`src/design/timed_event_priority_queue_core_defines.svh`:
```
// Assertion macros for the timed event priority queue core.
`ifndef TIMED_EVENT_PRIORITY_QUEUE_CORE_DEFINES_SVH
`define TIMED_EVENT_PRIORITY_QUEUE_CORE_DEFINES_SVH

// Same-cycle implication, checked outside reset.
`define TEPQ_ASSERT_IMP(label, ante, cons, msg) \
    label: assert property (@(posedge i_clk) disable iff (!i_rst_n) \
        (ante) |-> (cons)) else $error(msg);

// Next-cycle implication, checked outside reset.
`define TEPQ_ASSERT_NXT(label, ante, cons, msg) \
    label: assert property (@(posedge i_clk) disable iff (!i_rst_n) \
        (ante) |=> (cons)) else $error(msg);

`endif

```
`src/design/tepq_pkg.sv`:
```
// ----------------------------------------------------------------------------
// tepq_pkg
// Types and constants shared by the timed event priority queue core.
// ----------------------------------------------------------------------------
`timescale 1ns / 1ps

package tepq_pkg;

    localparam int EVENTS_DEF          = 16;
    localparam int CYCLES_PER_LINE_DEF = 227;
    localparam int ID_W                = 4;
    localparam int IDS                 = 1 << ID_W;
    localparam int CYC_W               = 32;
    localparam int PRI_W               = 8;
    localparam int POS_W               = 10;
    localparam int QCNT_W              = 5;

    typedef enum logic [1:0] {
        FUNC_INSERT = 2'd0,
        FUNC_REMOVE = 2'd1,
        FUNC_POP    = 2'd2,
        FUNC_CLEAR  = 2'd3
    } t_func;

    typedef enum logic [1:0] {
        ST_DONE    = 2'd0,
        ST_POPPED  = 2'd1,
        ST_NOT_DUE = 2'd2,
        ST_IGNORED = 2'd3
    } t_status;

    typedef enum logic [1:0] {
        S_IDLE,
        S_EXEC,
        S_DIV,
        S_OUT
    } t_state;

    typedef struct packed {
        logic load;
        logic exec;
    } t_cmd;

    typedef struct packed {
        logic pop_hit;
        logic div_done;
    } t_stat;

endpackage

```
`src/design/tepq_if.sv`:
```
// ----------------------------------------------------------------------------
// tepq_req_if / tepq_rsp_if
// Valid/ready channels for queue requests and responses.
// ----------------------------------------------------------------------------
`timescale 1ns / 1ps

interface tepq_req_if;
    logic                             valid;
    logic                             ready;
    logic [1:0]                       func;
    logic [tepq_pkg::ID_W-1:0]        event_id;
    logic [tepq_pkg::CYC_W-1:0]       event_cycle;
    logic [tepq_pkg::PRI_W-1:0]       event_priority;
    logic [tepq_pkg::CYC_W-1:0]       limit_cycle;

    modport source (output valid, func, event_id, event_cycle, event_priority,
                    limit_cycle, input ready);
    modport sink   (input valid, func, event_id, event_cycle, event_priority,
                    limit_cycle, output ready);
endinterface

interface tepq_rsp_if;
    logic                             valid;
    logic                             ready;
    logic [1:0]                       status;
    logic [tepq_pkg::ID_W-1:0]        out_event_id;
    logic [tepq_pkg::CYC_W-1:0]       out_cycle;
    logic [tepq_pkg::CYC_W-1:0]       out_line;
    logic [tepq_pkg::POS_W-1:0]       out_position;
    logic [tepq_pkg::QCNT_W-1:0]      queued_count;

    modport source (output valid, status, out_event_id, out_cycle, out_line,
                    out_position, queued_count, input ready);
    modport sink   (input valid, status, out_event_id, out_cycle, out_line,
                    out_position, queued_count, output ready);
endinterface

```
`src/design/tepq_div.sv`:
```
// ----------------------------------------------------------------------------
// tepq_div
// Division by a constant through reciprocal multiplication: low partial product, then quotient, then remainder.
// ----------------------------------------------------------------------------
`timescale 1ns / 1ps

module tepq_div #(
    parameter int DIVISOR = tepq_pkg::CYCLES_PER_LINE_DEF
) (
    input  logic                          i_clk,
    input  logic                          i_rst_n,
    input  logic                          i_start,
    input  logic [tepq_pkg::CYC_W-1:0]    i_dividend,
    output logic                          o_done,
    output logic [tepq_pkg::CYC_W-1:0]    o_quot,
    output logic [tepq_pkg::POS_W-1:0]    o_rem
);

    localparam int MW    = tepq_pkg::CYC_W + 1;
    localparam int LO_W  = tepq_pkg::CYC_W / 2;
    localparam int HI_W  = MW - LO_W;
    localparam int PW    = tepq_pkg::CYC_W + MW;
    localparam int DW    = tepq_pkg::POS_W + 1;
    localparam int SHIFT = tepq_pkg::CYC_W + $clog2(DIVISOR);
    localparam longint unsigned MAGIC =
        ((64'd1 << SHIFT) + 64'(DIVISOR) - 64'd1) / 64'(DIVISOR);
    localparam logic [MW-1:0]   MAGIC_V  = MW'(MAGIC);
    localparam logic [LO_W-1:0] MAGIC_LO = MAGIC_V[LO_W-1:0];
    localparam logic [HI_W-1:0] MAGIC_HI = MAGIC_V[MW-1:LO_W];
    localparam logic [DW-1:0]   DIV_V    = DW'(DIVISOR);

    logic [tepq_pkg::CYC_W-1:0]      r_x;
    logic [tepq_pkg::CYC_W+LO_W-1:0] r_plo;
    logic [tepq_pkg::CYC_W-1:0]      r_quot;
    logic [tepq_pkg::POS_W-1:0]      r_rem;
    logic [2:0]                      r_stg;
    logic                            r_done;
    logic [tepq_pkg::CYC_W+HI_W-1:0] w_phi;
    logic [PW-1:0]                   w_prod;
    logic [PW-1:0]                   w_sh;
    logic [tepq_pkg::CYC_W+DW-1:0]   w_qd;
    logic [tepq_pkg::CYC_W-1:0]      w_diff;

    assign w_phi  = r_x * MAGIC_HI;
    assign w_prod = {w_phi, {LO_W{1'b0}}} + PW'(r_plo);
    assign w_sh   = w_prod >> SHIFT;
    assign w_qd   = r_quot * DIV_V;
    assign w_diff = r_x - w_qd[tepq_pkg::CYC_W-1:0];

    always_ff @(posedge i_clk) begin
        if (!i_rst_n) begin
            r_stg  <= '0;
            r_done <= 1'b0;
        end else begin
            r_stg  <= {r_stg[1:0], i_start};
            r_done <= r_stg[2];
        end
    end

    always_ff @(posedge i_clk) begin
        if (i_start) begin
            r_x <= i_dividend;
        end
        if (r_stg[0]) begin
            r_plo <= r_x * MAGIC_LO;
        end
        if (r_stg[1]) begin
            r_quot <= w_sh[tepq_pkg::CYC_W-1:0];
        end
        if (r_stg[2]) begin
            r_rem <= w_diff[tepq_pkg::POS_W-1:0];
        end
    end

    assign o_done = r_done;
    assign o_quot = r_quot;
    assign o_rem  = r_rem;

endmodule

```
`src/design/tepq_dpath.sv`:
```
// ----------------------------------------------------------------------------
// tepq_dpath
// Shift-register sorted queue, presence flags and response registers.
// ----------------------------------------------------------------------------
`timescale 1ns / 1ps
`include "timed_event_priority_queue_core_defines.svh"

module tepq_dpath #(
    parameter int EVENTS          = tepq_pkg::EVENTS_DEF,
    parameter int CYCLES_PER_LINE = tepq_pkg::CYCLES_PER_LINE_DEF
) (
    input  logic                          i_clk,
    input  logic                          i_rst_n,
    input  tepq_pkg::t_cmd                i_cmd,
    output tepq_pkg::t_stat               o_stat,
    input  logic [1:0]                    i_func,
    input  logic [tepq_pkg::ID_W-1:0]     i_event_id,
    input  logic [tepq_pkg::CYC_W-1:0]    i_event_cycle,
    input  logic [tepq_pkg::PRI_W-1:0]    i_event_priority,
    input  logic [tepq_pkg::CYC_W-1:0]    i_limit_cycle,
    output logic [1:0]                    o_status,
    output logic [tepq_pkg::ID_W-1:0]     o_event_id,
    output logic [tepq_pkg::CYC_W-1:0]    o_cycle,
    output logic [tepq_pkg::CYC_W-1:0]    o_line,
    output logic [tepq_pkg::POS_W-1:0]    o_position,
    output logic [tepq_pkg::QCNT_W-1:0]   o_queued_count
);

    localparam int CW = $clog2(EVENTS + 1);

    logic [1:0]                   r_func;
    logic [tepq_pkg::ID_W-1:0]    r_id;
    logic [tepq_pkg::CYC_W-1:0]   r_cyc;
    logic [tepq_pkg::PRI_W-1:0]   r_pri;
    logic [tepq_pkg::CYC_W-1:0]   r_lim;

    logic [tepq_pkg::ID_W-1:0]    r_ids  [EVENTS];
    logic [tepq_pkg::CYC_W-1:0]   r_cycs [EVENTS];
    logic [tepq_pkg::PRI_W-1:0]   r_pris [EVENTS];
    logic [tepq_pkg::ID_W-1:0]    n_ids  [EVENTS];
    logic [tepq_pkg::CYC_W-1:0]   n_cycs [EVENTS];
    logic [tepq_pkg::PRI_W-1:0]   n_pris [EVENTS];
    logic [CW-1:0]                r_count, n_count;
    logic [tepq_pkg::IDS-1:0]     r_flags, n_flags;

    logic [1:0]                   r_status, n_status;
    logic [tepq_pkg::ID_W-1:0]    r_oid, n_oid;
    logic [tepq_pkg::CYC_W-1:0]   r_ocyc, n_ocyc;
    logic [tepq_pkg::CYC_W-1:0]   r_line;
    logic [tepq_pkg::POS_W-1:0]   r_pos;
    logic [tepq_pkg::QCNT_W-1:0]  r_qcount;

    logic [EVENTS-1:0]            w_place;
    logic [EVENTS-1:0]            w_shift;
    logic                         w_pop_hit;
    logic                         w_div_done;
    logic [tepq_pkg::CYC_W-1:0]   w_quot;
    logic [tepq_pkg::POS_W-1:0]   w_rem;
    logic [CW+tepq_pkg::QCNT_W-1:0] w_qext;

    assign w_pop_hit = (r_count != '0) && (r_cycs[0] <= r_lim);

    always_comb begin
        for (int i = 0; i < EVENTS; i++) begin
            if (CW'(i) >= r_count) begin
                w_place[i] = 1'b1;
            end else begin
                w_place[i] = (r_cyc < r_cycs[i]) ||
                             ((r_cyc == r_cycs[i]) && (r_pri > r_pris[i]));
            end
        end
        for (int i = 0; i < EVENTS; i++) begin
            if (r_func == tepq_pkg::FUNC_POP) begin
                w_shift[i] = 1'b1;
            end else begin
                w_shift[i] = (CW'(i) < r_count) && (r_ids[i] == r_id);
                if (i > 0) begin
                    w_shift[i] = w_shift[i] | w_shift[(i == 0) ? 0 : i-1];
                end
            end
        end
    end

    always_comb begin
        n_ids    = r_ids;
        n_cycs   = r_cycs;
        n_pris   = r_pris;
        n_count  = r_count;
        n_flags  = r_flags;
        n_status = tepq_pkg::ST_DONE;
        n_oid    = '0;
        n_ocyc   = '0;
        case (tepq_pkg::t_func'(r_func)) inside
            tepq_pkg::FUNC_INSERT: begin
                if (r_flags[r_id] || (r_count == CW'(EVENTS))) begin
                    n_status = tepq_pkg::ST_IGNORED;
                end else begin
                    for (int i = 0; i < EVENTS; i++) begin
                        if (w_place[i] && ((i == 0) || !w_place[(i == 0) ? 0 : i-1])) begin
                            n_ids[i]  = r_id;
                            n_cycs[i] = r_cyc;
                            n_pris[i] = r_pri;
                        end else if ((i > 0) && w_place[(i == 0) ? 0 : i-1]) begin
                            n_ids[i]  = r_ids[(i == 0) ? 0 : i-1];
                            n_cycs[i] = r_cycs[(i == 0) ? 0 : i-1];
                            n_pris[i] = r_pris[(i == 0) ? 0 : i-1];
                        end
                    end
                    n_count        = r_count + CW'(1);
                    n_flags[r_id]  = 1'b1;
                end
            end
            tepq_pkg::FUNC_REMOVE, tepq_pkg::FUNC_POP: begin
                if ((r_func == tepq_pkg::FUNC_POP) && !w_pop_hit) begin
                    n_status = tepq_pkg::ST_NOT_DUE;
                end else if ((r_func == tepq_pkg::FUNC_POP) || r_flags[r_id]) begin
                    for (int i = 0; i < EVENTS - 1; i++) begin
                        if (w_shift[i]) begin
                            n_ids[i]  = r_ids[i+1];
                            n_cycs[i] = r_cycs[i+1];
                            n_pris[i] = r_pris[i+1];
                        end
                    end
                    n_count = r_count - CW'(1);
                    if (r_func == tepq_pkg::FUNC_POP) begin
                        n_flags[r_ids[0]] = 1'b0;
                        n_status          = tepq_pkg::ST_POPPED;
                        n_oid             = r_ids[0];
                        n_ocyc            = r_cycs[0];
                    end else begin
                        n_flags[r_id] = 1'b0;
                    end
                end
            end
            default: begin
                n_count = '0;
                n_flags = '0;
            end
        endcase
    end

    always_ff @(posedge i_clk) begin
        if (!i_rst_n) begin
            r_count <= '0;
            r_flags <= '0;
        end else if (i_cmd.exec) begin
            r_count <= n_count;
            r_flags <= n_flags;
        end
    end

    always_ff @(posedge i_clk) begin
        if (i_cmd.load) begin
            r_func <= i_func;
            r_id   <= i_event_id;
            r_cyc  <= i_event_cycle;
            r_pri  <= i_event_priority;
            r_lim  <= i_limit_cycle;
        end
        if (i_cmd.exec) begin
            r_ids    <= n_ids;
            r_cycs   <= n_cycs;
            r_pris   <= n_pris;
            r_status <= n_status;
            r_oid    <= n_oid;
            r_ocyc   <= n_ocyc;
            r_line   <= '0;
            r_pos    <= '0;
            r_qcount <= w_qext[tepq_pkg::QCNT_W-1:0];
        end else if (w_div_done) begin
            r_line <= w_quot;
            r_pos  <= w_rem;
        end
    end

    assign w_qext = {{tepq_pkg::QCNT_W{1'b0}}, n_count};

    tepq_div #(
        .DIVISOR (CYCLES_PER_LINE)
    ) u_div (
        .i_clk      (i_clk),
        .i_rst_n    (i_rst_n),
        .i_start    (i_cmd.exec && (r_func == tepq_pkg::FUNC_POP) && w_pop_hit),
        .i_dividend (r_cycs[0]),
        .o_done     (w_div_done),
        .o_quot     (w_quot),
        .o_rem      (w_rem)
    );

    assign o_stat.pop_hit  = (r_func == tepq_pkg::FUNC_POP) && w_pop_hit;
    assign o_stat.div_done = w_div_done;
    assign o_status        = r_status;
    assign o_event_id      = r_oid;
    assign o_cycle         = r_ocyc;
    assign o_line          = r_line;
    assign o_position      = r_pos;
    assign o_queued_count  = r_qcount;

    `TEPQ_ASSERT_IMP(a_count_flags, 1'b1, $countones(r_flags) == int'(r_count),
                     "count and flags differ")
    `TEPQ_ASSERT_IMP(a_count_max, 1'b1, r_count <= CW'(EVENTS), "queue count beyond depth")
    `TEPQ_ASSERT_NXT(a_pop_drop, i_cmd.exec && o_stat.pop_hit,
                     r_count == $past(r_count) - CW'(1), "pop did not drop an entry")

endmodule

```
`src/design/tepq_ctrl.sv`:
```
// ----------------------------------------------------------------------------
// tepq_ctrl
// Sequencer: accept a request, execute it, wait for the divider after a successful pop, respond.
// ----------------------------------------------------------------------------
`timescale 1ns / 1ps
`include "timed_event_priority_queue_core_defines.svh"

module tepq_ctrl (
    input  logic                i_clk,
    input  logic                i_rst_n,
    input  logic                i_in_valid,
    output logic                o_in_ready,
    output logic                o_out_valid,
    input  logic                i_out_ready,
    output tepq_pkg::t_cmd      o_cmd,
    input  tepq_pkg::t_stat     i_stat
);

    tepq_pkg::t_state r_state, n_state;

    always_ff @(posedge i_clk) begin
        if (!i_rst_n) begin
            r_state <= tepq_pkg::S_IDLE;
        end else begin
            r_state <= n_state;
        end
    end

    always_comb begin
        n_state     = r_state;
        o_in_ready  = 1'b0;
        o_out_valid = 1'b0;
        o_cmd       = '0;
        unique case (r_state)
            tepq_pkg::S_IDLE: begin
                o_in_ready = 1'b1;
                if (i_in_valid) begin
                    o_cmd.load = 1'b1;
                    n_state    = tepq_pkg::S_EXEC;
                end
            end
            tepq_pkg::S_EXEC: begin
                o_cmd.exec = 1'b1;
                n_state    = i_stat.pop_hit ? tepq_pkg::S_DIV : tepq_pkg::S_OUT;
            end
            tepq_pkg::S_DIV: begin
                if (i_stat.div_done) begin
                    n_state = tepq_pkg::S_OUT;
                end
            end
            tepq_pkg::S_OUT: begin
                o_out_valid = 1'b1;
                if (i_out_ready) begin
                    n_state = tepq_pkg::S_IDLE;
                end
            end
            default: n_state = tepq_pkg::S_IDLE;
        endcase
    end

    `TEPQ_ASSERT_IMP(a_one_side, 1'b1, !(o_in_ready && o_out_valid), "accept during response")
    `TEPQ_ASSERT_NXT(a_load_exec, o_cmd.load, o_cmd.exec, "load not followed by execute")

endmodule

```
`src/design/timed_event_priority_queue_core.sv`:
```
// Insert, remove, clear and a pop that finds nothing due go from accept through
// execute to the response; a successful pop also waits for the line and
// position from the reciprocal-multiply divider. One transaction at a time.
// A new transaction is accepted only after the sink has taken the response.
// Reset: synchronous active low; empties the queue, no clearing pass.
// ----------------------------------------------------------------------------
// timed_event_priority_queue_core
// Sorted event queue ordered by due cycle, then priority, then arrival.
// ----------------------------------------------------------------------------
`timescale 1ns / 1ps

module timed_event_priority_queue_core #(
    parameter int EVENTS          = tepq_pkg::EVENTS_DEF,
    parameter int CYCLES_PER_LINE = tepq_pkg::CYCLES_PER_LINE_DEF
) (
    input  logic        i_clk,
    input  logic        i_rst_n,
    tepq_req_if.sink    i_req,
    tepq_rsp_if.source  o_rsp
);

    tepq_pkg::t_cmd  w_cmd;
    tepq_pkg::t_stat w_stat;

    tepq_ctrl u_ctrl (
        .i_clk       (i_clk),
        .i_rst_n     (i_rst_n),
        .i_in_valid  (i_req.valid),
        .o_in_ready  (i_req.ready),
        .o_out_valid (o_rsp.valid),
        .i_out_ready (o_rsp.ready),
        .o_cmd       (w_cmd),
        .i_stat      (w_stat)
    );

    tepq_dpath #(
        .EVENTS          (EVENTS),
        .CYCLES_PER_LINE (CYCLES_PER_LINE)
    ) u_dpath (
        .i_clk            (i_clk),
        .i_rst_n          (i_rst_n),
        .i_cmd            (w_cmd),
        .o_stat           (w_stat),
        .i_func           (i_req.func),
        .i_event_id       (i_req.event_id),
        .i_event_cycle    (i_req.event_cycle),
        .i_event_priority (i_req.event_priority),
        .i_limit_cycle    (i_req.limit_cycle),
        .o_status         (o_rsp.status),
        .o_event_id       (o_rsp.out_event_id),
        .o_cycle          (o_rsp.out_cycle),
        .o_line           (o_rsp.out_line),
        .o_position       (o_rsp.out_position),
        .o_queued_count   (o_rsp.queued_count)
    );

endmodule

```
`src/flat_wrapper.sv`:
```
// flat-port wrapper written by rule: the top's interface ports become plain ports
module timed_event_priority_queue_core_flat 
#(
    parameter int EVENTS          = tepq_pkg::EVENTS_DEF,
    parameter int CYCLES_PER_LINE = tepq_pkg::CYCLES_PER_LINE_DEF
)
  (i_clk, i_rst_n, i_req_valid, i_req_func, i_req_event_id, i_req_event_cycle, i_req_event_priority, i_req_limit_cycle, i_req_ready, o_rsp_valid, o_rsp_status, o_rsp_out_event_id, o_rsp_out_cycle, o_rsp_out_line, o_rsp_out_position, o_rsp_queued_count, o_rsp_ready);
  tepq_req_if i_req_i ();
  tepq_rsp_if o_rsp_i ();
  input  logic i_clk;
  input  logic i_rst_n;
  input wire logic [$bits(i_req_i.valid)-1:0] i_req_valid;
  input wire logic [$bits(i_req_i.func)-1:0] i_req_func;
  input wire logic [$bits(i_req_i.event_id)-1:0] i_req_event_id;
  input wire logic [$bits(i_req_i.event_cycle)-1:0] i_req_event_cycle;
  input wire logic [$bits(i_req_i.event_priority)-1:0] i_req_event_priority;
  input wire logic [$bits(i_req_i.limit_cycle)-1:0] i_req_limit_cycle;
  output wire logic [$bits(i_req_i.ready)-1:0] i_req_ready;
  output wire logic [$bits(o_rsp_i.valid)-1:0] o_rsp_valid;
  output wire logic [$bits(o_rsp_i.status)-1:0] o_rsp_status;
  output wire logic [$bits(o_rsp_i.out_event_id)-1:0] o_rsp_out_event_id;
  output wire logic [$bits(o_rsp_i.out_cycle)-1:0] o_rsp_out_cycle;
  output wire logic [$bits(o_rsp_i.out_line)-1:0] o_rsp_out_line;
  output wire logic [$bits(o_rsp_i.out_position)-1:0] o_rsp_out_position;
  output wire logic [$bits(o_rsp_i.queued_count)-1:0] o_rsp_queued_count;
  input wire logic [$bits(o_rsp_i.ready)-1:0] o_rsp_ready;
  assign i_req_i.valid = i_req_valid;
  assign i_req_i.func = i_req_func;
  assign i_req_i.event_id = i_req_event_id;
  assign i_req_i.event_cycle = i_req_event_cycle;
  assign i_req_i.event_priority = i_req_event_priority;
  assign i_req_i.limit_cycle = i_req_limit_cycle;
  assign i_req_ready = i_req_i.ready;
  assign o_rsp_valid = o_rsp_i.valid;
  assign o_rsp_status = o_rsp_i.status;
  assign o_rsp_out_event_id = o_rsp_i.out_event_id;
  assign o_rsp_out_cycle = o_rsp_i.out_cycle;
  assign o_rsp_out_line = o_rsp_i.out_line;
  assign o_rsp_out_position = o_rsp_i.out_position;
  assign o_rsp_queued_count = o_rsp_i.queued_count;
  assign o_rsp_i.ready = o_rsp_ready;
  timed_event_priority_queue_core #(.EVENTS(EVENTS), .CYCLES_PER_LINE(CYCLES_PER_LINE)) u_core (.i_clk(i_clk), .i_rst_n(i_rst_n), .i_req(i_req_i), .o_rsp(o_rsp_i));
endmodule
```
`config.mk`:
```
export PLATFORM = sky130hd
export DESIGN_NAME = timed_event_priority_queue_core_flat
export DESIGN_NICKNAME = d
export VERILOG_FILES = /design/src/design/tepq_pkg.sv /design/src/design/tepq_if.sv /design/src/design/tepq_div.sv /design/src/design/tepq_dpath.sv /design/src/design/tepq_ctrl.sv /design/src/design/timed_event_priority_queue_core.sv /design/src/flat_wrapper.sv
export VERILOG_INCLUDE_DIRS = /design/src /design/src/design
export SDC_FILE = /design/constraint.sdc
export NUM_CORES = 2
export LEC_CHECK = 0
export CELL_PAD_IN_SITES_DETAIL_PLACEMENT = 0
export CELL_PAD_IN_SITES_GLOBAL_PLACEMENT = 2
export CORE_UTILIZATION = 48
export CTS_CLUSTER_SIZE = 8
export DETAILED_ROUTE_END_ITERATION = 10
export DONT_BUFFER_PORTS = 1
export HOLD_SLACK_MARGIN = 0.02
export PLACE_DENSITY_LB_ADDON = 0.1
export RECOVER_POWER = 25
export SLEW_MARGIN = 0
export SYNTH_ARGS = -nofsm -noshare
export SYNTH_HDL_FRONTEND = slang
export SYNTH_HIERARCHICAL = 1
export SYNTH_SLANG_ARGS = --single-unit
```
`constraint.sdc`:
```
create_clock -name i_clk -period 19.5 [get_ports i_clk]
set_input_delay 0.975 -clock i_clk [delete_from_list [all_inputs] [get_ports i_clk]]
set_output_delay 0.975 -clock i_clk [all_outputs]
set_load 0.005 [all_outputs]
```
==> reports/results.ini <==
[worst_setup_path]
path_class=reg2reg
worstSetupStartpointType=flop
required_ps=20040
cp_common_cell=clkbuf_1
cp_top_family=buffers and inverters
cpMaxStageDelayCell=clkbuf_1
worst-r2r-cell-count=10
cp_max_fo=145
arrival_ps=13840
reg2reg_slack_ps=6200
reg2reg_to=u_core/u_dpath/r_pris[90]$_DFFE_PP_
endpoint_kind=flop
path_cells=buf_4, mux4_2, mux2i_1, mux2i_1, clkbuf_1, a31oi_1, clkbuf_1, clkbuf_1, nand3_1, o221ai_1
rr_startpoint=u_core/u_dpath/r_id[1]$_DFFE_PP_
crit_path_max_incr_delay_ps=5220
cp_num_buf_inv=4

[timing]
min_period_ps=13300
setup_viol=0
finalCritPeriodShare_pct=68.2
drv_slew=503
final_hold_viol_count=0
fmax_ghz=0.0752
max_slew_margin_pct=-383
whs_ps=280
tightest_slew_ps=7240
grt_setup_unrepaired=false
finClkSkew_ps=31.6
fin_setup_tns_ps=0

[synthesis]
synth_cell_types=105
synth_area_leaders=edfxtp_1 35%, ha_1 18%, fa_1 6.3%, inv_1 6.0%, o221ai_1 4.9%
synth_flop_cell=edfxtp_1
ys_ff_latch=990
yosysWarnings=6
synth_edf_count=921
async_flop_share_pct=0
syn-cell-area_mm2=0.0794
synth_cells=7627
synth.avg_cell_area_um2=10.4
ys_seq_area_share_pct=36.6
yosys.area.top_type=edfxtp_1
synth_top_area_share_pct=34.8

[route]
ant_nets=0
avgRoutedWirePerCell_um=25.6
first_pass_iters=6
vias_per_cell=6.18
dr.first_iter.drc_count=5205
drc_errors=0
vias=60000
wirelength_um=248000

[floorplanning]
start_util_pct=48.5
die_y_um=409
io_pins=169
dieWidth_um=409
die-area_mm2=0.167
core_mm2=0.164
rows=148

[pwr]
p_switching_w=0.00289
pwr-share-seq_pct=35.5
clockPowerShare_pct=30.0
ir_drop_mv=0.0972
p_sw_share_pct=36.7
comb_power_share_pct=34.5
p_leak_nw=36.6
p_int_w=0.00498
p_per_area_mw_per_mm2=92.0

[clock_tree]
cts_setup_buffers=0
cts_resized=0
cts_hold_buf=0
clock_latency_ps=790
h-tree-depth=4
clock_sinks=990
root_buffer=clkbuf_16
cts_tree=done
cts.reportedPaths.clkPinSlew_ps=50
cts_made_buffers=145
cts_buffer_depth=3

[grt]
grt_pass1_wl_um=374000
grt_pass1_vias=60300
track_usage_pct=29.3
antenna_found_initial=9
grt_max_degree=165
grt.overflow.total=0

[job]
cap_violations=11

[finish]
num-fill-cells=14800
fin_nets=8975
drive_above_1_share_pct=5.46
area_growth_pct=7.79

[placement]
gp_congestion=0.932
hpwlAfterDp_um=190000
port_buffers=0

[hold_path]
worstHoldStart=i_req_event_cycle[16]
hold_path_end=u_core/u_dpath/r_cyc[16]$_DFFE_PP_
min_path_type=in2reg
worstHoldPathCells=0

[outcome]
outcome=finished with violations
violations=max-capacitance violations, max-slew violations

[worst max-delay path by stage]
stage | end | cells after the start | from
2_1_floorplan | u_core/u_dpath/u_div/o_quot[24]$_DFFE_PP_ | 33 | u_core/u_dpath/u_div/r_x[11]$_DFFE_PP_
3_3_place_gp | u_core/u_dpath/u_div/o_quot[24]$_DFFE_PP_ | 32 | u_core/u_dpath/u_div/r_x[13]$_DFFE_PP_
3_5_place_dp | u_core/u_dpath/u_div/o_quot[24]$_DFFE_PP_ | 32 | u_core/u_dpath/u_div/r_x[13]$_DFFE_PP_
4_1_cts | u_core/u_dpath/u_div/o_quot[24]$_DFFE_PP_ | 32 | u_core/u_dpath/u_div/r_x[13]$_DFFE_PP_
5_1_grt | u_core/u_dpath/r_pris[109]$_DFFE_PP_ | 9 | u_core/u_dpath/r_id[0]$_DFFE_PP_
6_report | u_core/u_dpath/r_pris[90]$_DFFE_PP_ | 10 | u_core/u_dpath/r_id[1]$_DFFE_PP_
[cells by family (layout without fill, tap and decap cells)]
group	after synthesis	in the layout	share of synthesized area [%]
XOR/XNOR	167	167	1.86
multiplexers	277	277	3.62
other	1	12	0.00472
flip-flops	990	990	36.6
AND/OR/NAND/NOR	1386	1386	9.66
buffers and inverters	1705	1595	8.34
AO/OA/AOI/OAI	1683	1683	15.2
adder cells (fa/ha/maj)	1418	1418	24.7
[cell type report]
type / instances / area (µm²) / area share (%)
Tap cell: 2175 / 2720 / 3.18
Antenna cell: 5 / 12.5 / 0.0146
Inverter: 1271 / 4770 / 5.58
Sequential cell: 990 / 29000 / 33.9
Clock buffer: 173 / 3740 / 4.38
Clock inverter: 22 / 304 / 0.355
Timing Repair Buffer: 129 / 910 / 1.06
Multi-Input combinational cell: 4938 / 44100 / 51.5
[synth_stat cells (26+ instances only)]
library cell,n
xor2_1,74
mux2i_1,231
and2_1,53
o221ai_1,441
a21oi_1,297
buf_2,103
nand4_1,534
edfxtp_1,921
dfxtp_1,69
o21a_1,49
nand3_1,125
clkbuf_1,286
nor3_1,62
nand2b_1,44
ha_1,1168
buf_1,26
nor2_1,208
nand2_1,171
o2111ai_1,52
nor2b_1,64
o21ai_0,211
inv_1,1270
nor4_1,31
o211ai_1,38
xnor2_1,91
a31oi_1,41
mux2_2,42
a21o_1,142
o22ai_1,159
fa_1,250
a211oi_1,42
[registers in the layout, summed over array words and instances (netlist names), 32 cells and up]
| register | cells |
|---|---|
| u_core/u_dpath/r_cycs | 512 |
| u_core/u_dpath/r_pris | 128 |
| u_core/u_dpath/r_ids | 64 |
| u_core/u_dpath/o_cycle | 32 |
| u_core/u_dpath/o_line | 32 |
| u_core/u_dpath/r_cyc | 32 |
| u_core/u_dpath/r_lim | 32 |
| u_core/u_dpath/u_div/r_x | 32 |
[worst register-to-register path: stages, from the launching register on]
cell and delay, ps:
edfxtp_1 310, buf_4 480, mux4_2 630, mux2i_1 240
mux2i_1 110, clkbuf_1 180, a31oi_1 710, clkbuf_1 2330
clkbuf_1 5220, nand3_1 2200, o221ai_1 670
[power by group through the flow]
stage / Combinational, W / Sequential (W) / Clock [W]
global placement: 0.00265 / 0.00282 / 0
CTS: 0.00271 / 0.00278 / 0.00242
floorplan: 0.00181 / 0.00286 / 0
finish: 0.00271 / 0.00279 / 0.00236
global route: 0.00301 / 0.00281 / 0.00249
detailed placement: 0.00270 / 0.00282 / 0
[through the flow]
step                power (W)  setup slack (ps)  cell area (µm²)  cells  utilization, %
CTS                   0.00792             11370            85700   9698            52.4
detailed placement    0.00552             11410            81700   9503            49.9
floorplan             0.00467             12260            79400   7633               -
global route          0.00831              5710            85500   9700            52.3
finish                0.00787              6200            85600   9703            52.3
global placement      0.00546             11480            81700   9503            49.9
[layer usage]
layer | up-vias | part of all wire [%] | GRT usage [%]
met2 | 1858 | 47 | 47.6
met4 | 2 | 5.1 | 13.9
li1 | 28100 | - | -
met3 | 392 | 5.2 | 3.67
met1 | 29600 | 43 | 38.7
met5 | - | 0.0052 | 0
[placed cells by master, fill, tap and decap left out, types with 20 or more instances in the layout]
cell type | synthesis | final
a211oi_1 | 42 | 39
a21o_1 | 142 | 142
a21oi_1 | 297 | 293
a31oi_1 | 41 | 39
and2_1 | 53 | 48
buf_4 | 14 | 109
clkbuf_1 | 286 | 46
clkbuf_16 | 0 | 145
dfxtp_1 | 69 | 68
edfxtp_1 | 921 | 921
fa_1 | 250 | 250
ha_1 | 1168 | 1167
inv_1 | 1270 | 1270
mux2_2 | 42 | 42
mux2i_1 | 231 | 231
nand2_1 | 171 | 168
nand2b_1 | 44 | 36
nand3_1 | 125 | 128
nand4_1 | 534 | 534
nor2_1 | 208 | 205
nor2b_1 | 64 | 64
nor3_1 | 62 | 62
nor4_1 | 31 | 31
o2111ai_1 | 52 | 52
o211ai_1 | 38 | 38
o21a_1 | 49 | 49
o21ai_0 | 211 | 211
o221ai_1 | 441 | 441
o22ai_1 | 159 | 159
o2bb2ai_1 | 22 | 22
o31ai_1 | 20 | 20
xnor2_1 | 91 | 91
xor2_1 | 74 | 74
(Power assumes the default switching activity.)
